===== src/rtl/sdil_pkg.sv =====
// Shared types and codes for the sorted descending insert list.
package sdil_pkg;

	localparam int KEY_W  = 10;
	localparam int TERM_W = 4;
	localparam int ID_W   = 8;
	localparam int DATA_W = 24;

	// Result status codes carried on the master-side tuser.
	typedef enum logic [1:0] {
		STAT_INSERTED = 2'd0,
		STAT_FULL     = 2'd1,
		STAT_ENTRY    = 2'd2,
		STAT_EMPTY    = 2'd3
	} sdil_status_t;

	// Input kind carried on the slave-side tuser.
	typedef enum logic {
		MODE_INSERT = 1'b0,
		MODE_DRAIN  = 1'b1
	} sdil_mode_t;

	typedef enum logic {
		ST_IDLE  = 1'b0,
		ST_DRAIN = 1'b1
	} sdil_state_t;

	// One stored record.
	typedef struct packed {
		logic [ID_W-1:0]   id;
		logic [TERM_W-1:0] term;
		logic [KEY_W-1:0]  key;
	} sdil_rec_t;

	// Commands broadcast to every cell of the chain.
	typedef struct packed {
		logic ins;
		logic pop;
	} sdil_ctl_t;

endpackage


===== src/rtl/sdil_cell.sv =====
// One cell of the sorted chain: holds a record and shifts with its neighbors.
module sdil_cell
	import sdil_pkg::*;
(
	input  logic      clk,
	input  logic      arst_n,
	input  sdil_ctl_t ctl,
	input  sdil_rec_t new_rec,
	input  sdil_rec_t prev_rec,
	input  logic      prev_keep,
	input  logic      prev_valid,
	input  sdil_rec_t next_rec,
	input  logic      next_valid,
	output sdil_rec_t rec,
	output logic      valid,
	output logic      keep
);

	sdil_rec_t rec_q;
	logic      valid_q;

	// A cell keeps its record on insert when it holds a strictly larger key.
	assign keep  = valid_q && (rec_q.key > new_rec.key);
	assign rec   = rec_q;
	assign valid = valid_q;

	// Valid bit: filled from the cell above on insert, from below on pop.
	always_ff @(posedge clk or negedge arst_n) begin
		if (!arst_n) begin
			valid_q <= 1'b0;
		end else if (ctl.ins) begin
			valid_q <= prev_valid;
		end else if (ctl.pop) begin
			valid_q <= next_valid;
		end
	end

	// Record: hold, take the new record, or shift down; on pop shift up.
	always_ff @(posedge clk) begin
		if (ctl.ins) begin
			if (!keep) begin
				if (prev_keep) begin
					rec_q <= new_rec;
				end else begin
					rec_q <= prev_rec;
				end
			end
		end else if (ctl.pop) begin
			rec_q <= next_rec;
		end
	end

endmodule


===== src/rtl/sorted_descending_insert_list.sv =====
// Top level of the sorted descending insert list built as a chain of cells.
//
//  Channel | Direction | tdata (low bit up)                  | tuser      | tlast
//  s_axis  | in        | credit_key, term_value, record_id    | mode       | -
//  m_axis  | out       | out_key, out_term, out_id           | status     | last_of_run
//
// An insert, a refused insert or a drain of an empty list gives one result;
// inserts follow each other every cycle while results are taken.
// A drain of N entries gives N results: while the output is free, the chain shifts
// one entry a cycle toward cell 0, which feeds the output register. No input is
// taken during a drain. Reset empties the list at once by clearing the valid bit
// of every cell. A stalled output holds its result; the chain waits with it.
module sorted_descending_insert_list
	import sdil_pkg::*;
#(
	parameter int CAPACITY = 16
) (
	input  logic              clk,
	input  logic              arst_n,
	input  logic              s_axis_tvalid,
	output logic              s_axis_tready,
	input  logic [DATA_W-1:0] s_axis_tdata,  // credit_key, term_value, record_id, zero pad
	input  logic              s_axis_tuser,  // mode
	output logic              m_axis_tvalid,
	input  logic              m_axis_tready,
	output logic [DATA_W-1:0] m_axis_tdata,  // out_key, out_term, out_id, zero pad
	output logic [1:0]        m_axis_tuser,  // status
	output logic              m_axis_tlast
);

	sdil_state_t state_q, state_d;
	sdil_ctl_t   ctl;
	sdil_rec_t   new_rec;
	sdil_rec_t   rec_w      [CAPACITY];
	sdil_rec_t   prev_rec_w [CAPACITY];
	sdil_rec_t   next_rec_w [CAPACITY];
	logic [CAPACITY-1:0] valid_vec, keep_vec, prev_keep_vec, prev_valid_vec, next_valid_vec;

	logic         out_valid_q;
	sdil_rec_t    out_rec_q;
	sdil_status_t out_stat_q;
	logic         out_last_q;

	logic         out_free, in_xfer, full;
	logic         load_out;
	sdil_rec_t    load_rec;
	sdil_status_t load_stat;
	logic         load_last;

	assign new_rec = sdil_rec_t'(s_axis_tdata[KEY_W+TERM_W+ID_W-1:0]);
	assign full    = valid_vec[CAPACITY-1];
	assign out_free = !out_valid_q || m_axis_tready;
	assign in_xfer  = s_axis_tvalid && s_axis_tready;

	// Neighbor wiring: cell 0 always receives the new record, the last cell pops empty.
	for (genvar i = 0; i < CAPACITY; i++) begin : g_link
		if (i == 0) begin : g_first
			assign prev_rec_w[i]     = new_rec;
			assign prev_keep_vec[i]  = 1'b0;
			assign prev_valid_vec[i] = 1'b1;
		end else begin : g_mid
			assign prev_rec_w[i]     = rec_w[i-1];
			assign prev_keep_vec[i]  = keep_vec[i-1];
			assign prev_valid_vec[i] = valid_vec[i-1];
		end
		if (i == CAPACITY-1) begin : g_last
			assign next_rec_w[i]     = rec_w[i];
			assign next_valid_vec[i] = 1'b0;
		end else begin : g_inner
			assign next_rec_w[i]     = rec_w[i+1];
			assign next_valid_vec[i] = valid_vec[i+1];
		end

		sdil_cell u_cell (
			.clk        (clk),
			.arst_n     (arst_n),
			.ctl        (ctl),
			.new_rec    (new_rec),
			.prev_rec   (prev_rec_w[i]),
			.prev_keep  (prev_keep_vec[i]),
			.prev_valid (prev_valid_vec[i]),
			.next_rec   (next_rec_w[i]),
			.next_valid (next_valid_vec[i]),
			.rec        (rec_w[i]),
			.valid      (valid_vec[i]),
			.keep       (keep_vec[i])
		);
	end

	// State register.
	always_ff @(posedge clk or negedge arst_n) begin
		if (!arst_n) begin
			state_q <= ST_IDLE;
		end else begin
			state_q <= state_d;
		end
	end

	// Next state, chain commands and the result to load.
	always_comb begin
		state_d       = state_q;
		ctl           = '0;
		s_axis_tready = 1'b0;
		load_out      = 1'b0;
		load_rec      = '0;
		load_stat     = STAT_INSERTED;
		load_last     = 1'b1;
		case (state_q)
			ST_IDLE: begin
				s_axis_tready = out_free;
				if (in_xfer) begin
					if (sdil_mode_t'(s_axis_tuser) == MODE_INSERT) begin
						load_out = 1'b1;
						if (full) begin
							load_stat = STAT_FULL;
						end else begin
							load_stat = STAT_INSERTED;
							ctl.ins   = 1'b1;
						end
					end else if (!valid_vec[0]) begin
						load_out  = 1'b1;
						load_stat = STAT_EMPTY;
					end else begin
						state_d = ST_DRAIN;
					end
				end
			end
			ST_DRAIN: begin
				if (out_free) begin
					load_out  = 1'b1;
					load_rec  = rec_w[0];
					load_stat = STAT_ENTRY;
					load_last = !valid_vec[1];
					ctl.pop   = 1'b1;
					if (!valid_vec[1]) begin
						state_d = ST_IDLE;
					end
				end
			end
			default: begin
				state_d = ST_IDLE;
			end
		endcase
	end

	// Output register valid.
	always_ff @(posedge clk or negedge arst_n) begin
		if (!arst_n) begin
			out_valid_q <= 1'b0;
		end else if (load_out) begin
			out_valid_q <= 1'b1;
		end else if (m_axis_tready) begin
			out_valid_q <= 1'b0;
		end
	end

	// Output register payload.
	always_ff @(posedge clk) begin
		if (load_out) begin
			out_rec_q  <= load_rec;
			out_stat_q <= load_stat;
			out_last_q <= load_last;
		end
	end

	assign m_axis_tvalid = out_valid_q;
	assign m_axis_tdata  = {{(DATA_W-KEY_W-TERM_W-ID_W){1'b0}}, out_rec_q};
	assign m_axis_tuser  = out_stat_q;
	assign m_axis_tlast  = out_last_q;

`ifndef SYNTHESIS
	// Occupied cells always form an unbroken run starting at cell 0.
	a_valid_prefix: assert property (@(posedge clk) disable iff (!arst_n)
		$onehot({1'b0, valid_vec} + {{CAPACITY{1'b0}}, 1'b1}))
		else $error("valid cells are not a contiguous prefix");

	// Loading the final drained entry leaves the list empty.
	a_drain_empties: assert property (@(posedge clk) disable iff (!arst_n)
		(state_q == ST_DRAIN && out_free && !valid_vec[1]) |=> (valid_vec == '0))
		else $error("list not empty after drain");

	// A refused insert leaves the chain untouched.
	a_full_holds: assert property (@(posedge clk) disable iff (!arst_n)
		(in_xfer && s_axis_tuser == MODE_INSERT && full) |=> $stable(valid_vec))
		else $error("refused insert changed the list");

	// An accepted insert always occupies cell 0.
	a_insert_fills: assert property (@(posedge clk) disable iff (!arst_n)
		(in_xfer && s_axis_tuser == MODE_INSERT && !full) |=> valid_vec[0])
		else $error("insert left cell 0 empty");
`endif

endmodule

===== config.mk =====
export PLATFORM = sky130hd
export DESIGN_NAME = sorted_descending_insert_list
export DESIGN_NICKNAME = d
export VERILOG_FILES = /design/src/rtl/sdil_pkg.sv /design/src/rtl/sdil_cell.sv /design/src/rtl/sorted_descending_insert_list.sv
export SDC_FILE = /design/constraint.sdc
export NUM_CORES = 1
export LEC_CHECK = 0
export BUFFER_PORTS_ARGS = -buffer_cell sky130_fd_sc_hd__clkbuf_2
export CORE_ASPECT_RATIO = 0.9
export CORE_UTILIZATION = 50
export CTS_CLUSTER_DIAMETER = 50
export DETAILED_ROUTE_END_ITERATION = 10
export GPL_TIMING_DRIVEN = 0
export HOLD_SLACK_MARGIN = 0.02
export PLACE_DENSITY = 0.66
export SETUP_SLACK_MARGIN = 0.1
export SKIP_CTS_REPAIR_TIMING = 1
export SLEW_MARGIN = 0
export SYNTH_ARGS = -nofsm -noshare
export SYNTH_HDL_FRONTEND = slang
export SYNTH_SLANG_ARGS = --single-unit

===== constraint.sdc =====
create_clock -name clk -period 3.3 [get_ports clk]
set_input_delay 0.33 -clock clk [delete_from_list [all_inputs] [get_ports clk]]
set_output_delay 0.33 -clock clk [all_outputs]
set_load 0.005 [all_outputs]

==> results of run 1 <==
==> worst max path at each step <==
stage	depth (start not counted)	to	startpoint
2_1_floorplan	8	g_link[1].u_cell.rec[0]$_DFFE_PP_	s_axis_tdata[7]
5_1_grt	9	g_link[14].u_cell.rec[4]$_DFFE_PP_	s_axis_tdata[7]
4_1_cts	9	g_link[14].u_cell.rec[16]$_DFFE_PP_	s_axis_tdata[7]
3_3_place_gp	9	g_link[14].u_cell.rec[9]$_DFFE_PP_	s_axis_tdata[7]
6_report	9	g_link[14].u_cell.rec[5]$_DFFE_PP_	s_axis_tdata[7]
3_5_place_dp	9	g_link[1].u_cell.rec[7]$_DFFE_PP_	s_axis_tdata[7]
==> cell families after synthesis <==
family,after synthesis
AO/OA/AOI/OAI,481
buffers and inverters,181
multiplexers,235
flip-flops,395
AND/OR/NAND/NOR,626
adder cells (fa/ha/maj),150
other,1
==> worst max-delay path, stage by stage <==
cell and delay (ns):
clkbuf_2 0.24, clkinvlp_4 0.50, ha_1 0.50, a2111oi_0 0.34
o21ai_0 0.19, o21ai_2 0.37, clkbuf_1 0.48, nand2_1 0.18
nand2_4 0.37
==> layout by cell type, fill, tap and decap left out, types with 18 or more instances in the layout <==
cell / instances
and2_0: 31
inv_1: 36
clkbuf_2: 53
o21ai_0: 47
a21oi_1: 191
nor2_1: 222
o21ai_1: 52
a221o_1: 45
a31oi_1: 45
nand2_1: 260
clkbuf_16: 48
ha_1: 150
buf_2: 69
nand4_1: 25
mux2i_1: 222
and3_1: 35
buf_6: 21
clkbuf_1: 42
edfxtp_1: 377
dfrtp_1: 18
a21o_1: 20
==> cell usage after synthesis (4+ instances only) <==
cell / count
nand2_1: 274
o21ai_0: 47
dfrtp_1: 18
o211ai_1: 10
nand3_1: 13
and2_0: 31
a211o_1: 9
inv_1: 38
and3_1: 35
o211ai_2: 4
a22oi_1: 13
mux2i_1: 222
a21oi_1: 192
buf_4: 4
buf_6: 21
o31ai_1: 8
a31oi_1: 45
a21o_1: 20
mux2_1: 10
o21bai_1: 4
edfxtp_1: 377
ha_1: 150
nor2b_1: 6
nor2_1: 222
a221o_1: 45
clkbuf_4: 10
o211ai_4: 6
clkbuf_1: 35
buf_2: 69
o21ai_1: 52
nand4_1: 25
and2_1: 11
o2111ai_1: 8
==> metal layers <==
metal / vias up / share of wire / track usage
met4: 0 / 0.025 / 0.08509
met3: 108 / 0.089 / 0.06383
met5: - / 0 / 0
met2: 729 / 0.43 / 0.4401
li1: 7936 / - / -
met1: 8725 / 0.45 / 0.4390
==> registers in the layout (all words and copies together) (netlist names) <==
name / cells
m_axis_tvalid: 1
m_axis_tlast: 1
m_axis_tuser: 2
g_link.u_cell.rec: 352
m_axis_tdata: 22
g_link.u_cell.valid: 16
state_q: 1
==> where the power goes <==
part,switching [mW],internal (mW),total [mW]
combinational,4.13,2.43,6.56
clock,2.17,2.98,5.14
sequential,1.17,8.00,9.16
total,7.46,13.4,20.9
==> cell type report <==
| class | instances | area share |
|---|---|---|
| flip-flops and latches | 395 | 0.4634 |
| multi-input cells | 1494 | 0.3979 |
| clock buffers | 55 | 0.04832 |
| plain buffers | 142 | 0.03266 |
| well taps | 600 | 0.02956 |
| repair buffers | 55 | 0.01143 |
| clock inverters | 29 | 0.01049 |
| inverters | 39 | 0.006157 |
| diodes | 1 | 0.00009852 |
==> stage by stage <==
stage	util	cell area (um2)	cells	hold slack [ns]
6_report	0.5699	25400	2810	0.05680
5_1_grt	0.5698	25400	2809	0.05377
2_1_floorplan	-	22800	2070	0.03441
3_5_place_dp	0.5347	23830	2724	0.2940
3_3_place_gp	0.5342	23810	2723	0.2918
4_1_cts	0.5682	25330	2808	-0.3300
==> results.txt, run 1 <==
- The clock passes through at most 3 buffers.
* Final WS setup: 0.02946 ns
* Final worst clock skew: 0.02209 ns
- CTS HTree Levels: 2
- Hold-critical path depth: 3
* Worst slack, placed: -1.054 ns
- Setup violations remaining at the end of the flow were counted as 0.
- Number of buffers created by CTS: 47
- The synthesized design contains 377 enable-type register cells.
- Kind of end point of the critical path: register
- Tmin final: 3.271 ns
- Iteration count of the initial detailed-routing pass: 8
* Clock sink total: 395
- Max FO, Critical Path: 22
* Largest cells by area after synthesis: edfxtp_1, mux2i_1, ha_1
- At the pin with the least slew margin, the transition time is 1.016 ns.
- Library cells used by synthesis: 54
- After detailed routing, the number of remaining DRC violations is 0.
* Maximum frequency from static timing analysis: 305.8 MHz
- Of the total synthesized cell area, the portion taken by full adders, half adders and majority gates is 0.08234.
- The count of final hold-check violations was 0.
- CTS placed an instance of clkbuf_16 at the clock tree root.
- Synthesis inferred 395 register bits.
- The later pin in the worst-skew pair is clocked with a latency of 0.60 ns.
* Die ar.: 46450 um2
- The first global-routing pass estimated 103.3 mm of wire.
- The complex-gate fraction of the synthesized area was 0.1367.
- For the worst setup path, the data required time is 3.54 ns.
- At the end of routability-driven placement, the weighted congestion stood at 0.9042.
- Fraction of the mapped netlist area in simple logic gates: 0.1175
- The max-slew violation count is 0.
- Biggest area consumer among synthesized cells: edfxtp_1
- # nets final: 2353
* Initial Util: 0.5114
* Filler cell count: 3937
* Origin of the worst min-delay path: s_axis_tvalid
- Final critical-path share of the clock period: 0.9911
- For this run, the total global-route usage over all layers was measured as 0.2979.
* Die X-Extent: 227.1 um
- Adding up every negative setup slack in the final design gives 0 ns.
- Via count of the first global-routing pass: 17530
- P&R area growth vs syn: 11.44%
- Row generation in the floorplan step produced 73 rows.
- Detailed routing inserted a total of 17500 vias.
* Max transition margin: 0.3222
- Share of the synthesized netlist area taken by xor and xnor gates: 0
* Count of buffers from port buffering: 53
* Antenna Violating Nets Remaining: 0
* CTS clk-pin slew, worst paths: 0.06 ns
* Setup slack, reg-to-reg: 0.13 ns
* TritonCTS clock tree: built
* Flip-flop and latch area: 11770 um2
* Worst min-delay path category: input pin to register
- The final layout contains routed wiring with a total length of 68.30 mm.
- Entering global routing, the biggest net connects 32 pins.
* R2r startpoint: m_axis_tvalid$_DFFE_PN0P_
- Of all flip-flops after synthesis, the portion carrying an async set or reset was 0.04557.
- For this design the static power due to leakage is 11.39 nW.
- Maximum resistive drop on vdd: 0.0004576 V
- The endpoint identified for the worst register-to-register timing path is g_link[13].u_cell.rec[7]$_DFFE_PP_.
- Detailed placement ended at an HPWL of 52.28 mm.
- The share of the Yosys chip area taken by registers is 0.5164.
- After detailed routing, the number of vias per cell comes to 6.227.
- Post-layout power: 20.87 mW
- Largest family of logic cells by synthesized area: compound AO/OA/AOI/OAI gates
- The critical path is of the input pin to register type.
* Share of the synthesized area in the top cell type: 0.4967
- Summing all multi-input logic gate instances after layout gives 10110 um2.
- Among all flip-flop cells after synthesis, the most frequent one is edfxtp_1.
- Sort of element at the start of the critical path: input pin
* Cell count of the worst reg-to-reg path: 8
- I/O pin count: 58
- Unrepaired setup endpoints after global routing: yes
- Overflow left after global routing: 0
- Height of the die: 204.6 um
- Measured against the total synthesized area, the mux share comes to 0.1039.
- After detailed routing, the average wire length per cell comes to 24.30 um.
- The tool flagged a number of max-cap violations equal to 0.
- Synthesized area divided by synthesized cell count: 11.02 um2
- Run status: completed
- Core footprint: 44570 um2
* Share of cells above drive strength 1: 0.1222
* PD cells: 821.4 nW/um2
* Arrival time worst endpoint: 3.51 ns
- For hold timing, the worst endpoint is state_q$_DFF_PN0_.
- The cell count after synthesis came out at 2069.
- Total standard cell area after synthesis: 22790 um2
- The number of antenna violations at the first check in global routing was 0.
- After the first detailed-routing iteration, the DRC count stood at 1563.
- Total number of yosys warnings: 0
No activity file was read; power rests on OpenSTA's default activity.
==> run 2: changes to the inputs <==
- CORE_ASPECT_RATIO: 0.9 -> unset
- SYNTH_HIERARCHICAL: unset -> 1
==> results.txt, run 2 <==
- Number of placement rows: 80
- The count of final hold-check violations is 0.
* Die ar.: 49190 um2
- Fill cells in the final layout number 4131.
* PD cells: 711.3 nW/um2
- The number of global-route vias before repair came to 18840.
- Worst slew pin tran: 1.136 ns
- Routed signal wires occupy layers up through met4.
- The first TritonRoute pass finished after 7 iterations.
* Maximum resistive drop on vdd: 0.0004185 V
- TritonCTS clock tree: built
* Critical path origin: s_axis_tdata[8]
- The design draws 19.07 mW.
* Most frequent cells in the layout: a21oi_1, nor2_1, edfxtp_1
- After legalization and detailed placement, the total HPWL measured 46.92 mm.
- Routability congestion estimate from global placement: 0.8360
- Arrival time worst endpoint: 3.26 ns
- Met2 WL: 32.70 mm
* Final critical-path share of the clock period: 0.9251
- Synthesized area divided by synthesized cell count: 10.51 um2
- Final worst clock skew: 0.02771 ns
* Number of buffers created by CTS: 47
- Origin of the worst min-delay path: s_axis_tvalid
- After detailed routing, the total wire length is 64.05 mm.
* Die X-Extent: 221.8 um
- The share of total power dissipated in the clock network is 0.266.
* Multi-input gate area in the final layout: 11130 um2
- STA classifies the critical path startpoint as an input pin.
- After synthesis the cells add up to 24150 um2.
* Net Sw Power: 6.663 mW
* Total of endpoints with negative setup slack in the final report: 0
* Cell count after synthesis: 2299
* Unrepaired setup endpoints after global routing: no
- Share of cells above drive strength 1: 0.09689
* Antenna fix cells: 0
- The area growth from synthesis to layout is 11.00%.
- Root buffer cell: clkbuf_16
- Entering global routing, the biggest net connects 34 pins.
- In the routed design, unresolved DRC markers number 0.
- Using the TritonRoute via totals, the vias-per-cell ratio works out to 5.967.
- The clock passes through at most 3 buffers.
* Core footprint: 47650 um2
- The number of antenna violations at the first check in global routing is 0.
* Total number of yosys warnings: 6
- In the final routed layout, each cell accounts on average for 20.92 um.
- Met3 WL: 3.266 mm
- The register with the most flip-flops in the layout has 352 of them.
- Gate power share: 0.293
- Detailed Route Iter0 Violations: 1206
- Insertion delay to the later sink of the worst-skew pair: 0.59 ns
* Total track usage: 0.2587
- Derived from the worst setup path, the maximum achievable clock frequency is 327.6 MHz.
* Wire length on met1: 26.33 mm
* CTS HTree Levels: 2
- Most common cell after layout, fill and taps aside: a21oi_1
- The share of total power dissipated in sequential elements is 0.441.
* Max transition margin: 0.2425
- I/O pin count: 58
- Max FO, Critical Path: 33
- In this run the worst hold path is classified as input pin to register.
- Clock sink total: 395
- Worst Hold Slack: 0.04682 ns
- R2r startpoint: state_q$_DFF_PN0_
* Count of buffers from port buffering: 53
- # nets final: 2598
- Of the total power, the share spent switching nets is 0.3494.
* Number of pins exceeding their max-slew limit in the final report: 0
- Initial Util: 0.5069
- The routed layout has 18270 vias.
- Max cap viols: 0
- Registers take 11770 um2.
- Overflow left after global routing: 0
- Total leakage power: 10.14 nW
- Cell internal power was estimated by the tool at 12.41 mW.
- STA classifies the critical path endpoint as a register.
- From bottom edge to top edge, the die measures 221.8 um.
* Classification of the worst setup path: input pin to register
- Antenna Violating Nets Remaining: 0
- First-pass GRT wire length: 100.3 mm
* Tmin final: 3.053 ns
- CTS clk-pin slew, worst paths: 0.06 ns
- The flow ran to the end, and the final reports show no timing, DRC or antenna violations.
- STA puts the critical path data required time at 3.50 ns.
[run 2: final timing paths]
| path | to | slack (ns) | cells after the start |
|---|---|---|---|
| setup / recovery | g_link[2].u_cell/rec[18]$_DFFE_PP_ | 0.25 | 7 |
| hold / removal | m_axis_tvalid$_DFFE_PN0P_ | 0.05 | 3 |
| setup reg to reg | g_link[10].u_cell/rec[15]$_DFFE_PP_ | 0.39 | 6 |
| hold reg to reg | g_link[9].u_cell/valid$_DFFE_PN0P_ | 0.59 | 2 |
| max in group asynchronous | g_link[8].u_cell/valid$_DFFE_PN0P_ | 2.45 | 2 |
| min in group asynchronous | g_link[2].u_cell/valid$_DFFE_PN0P_ | 0.35 | 2 |
[run 2: power by group through the flow]
stage	sequential [mW]	combinational, mW	clock [mW]
after floorplan	7.97	4.10	0
after global placement	8.46	5.26	0
after detailed placement	8.47	5.57	0
after CTS	8.38	5.58	5.16
after global routing	8.50	6.26	5.36
final	8.41	5.60	5.07
[run 2: per-layer routing]
layer,global-route usage,vias to the layer above
met5,0,-
li1,-,8614
met4,0.08199,0
met3,0.03234,134
met2,0.4690,550
met1,0.3188,8968
[run 2: per-stage QoR]
step	util	setup slack [ns]	setup TNS [ns]	instance area [um2]	cells
2_1_floorplan	-	0.1176	0	24170	2302
6_report	0.5627	0.2471	0	26810	3061
4_1_cts	0.5624	0.2718	0	26800	3060
5_1_grt	0.5627	0.1072	0	26810	3061
3_3_place_gp	0.5290	-1.393	-780.99	25200	2970
3_5_place_dp	0.5308	-0.3439	-111.09	25290	2974
[run 2: area by class of cell]
| cell class | instances | share of cell area |
|---|---|---|
| Sequential cell | 395 | 0.4391 |
| Tap cell | 615 | 0.02870 |
| Clock buffer | 52 | 0.04536 |
| Buffer | 134 | 0.02268 |
| Clock inverter | 34 | 0.01083 |
| Multi-Input combinational cell | 1595 | 0.4153 |
| Inverter | 178 | 0.02492 |
| Timing Repair Buffer | 58 | 0.01316 |
[run 2: worst max-delay path, cell delays in order]
cell and delay, ns:
clkbuf_2 0.81, inv_1 0.11, ha_1 0.37, o21ai_0 0.15
nor2_1 0.08, a2111oi_2 0.41, o22a_1 0.93
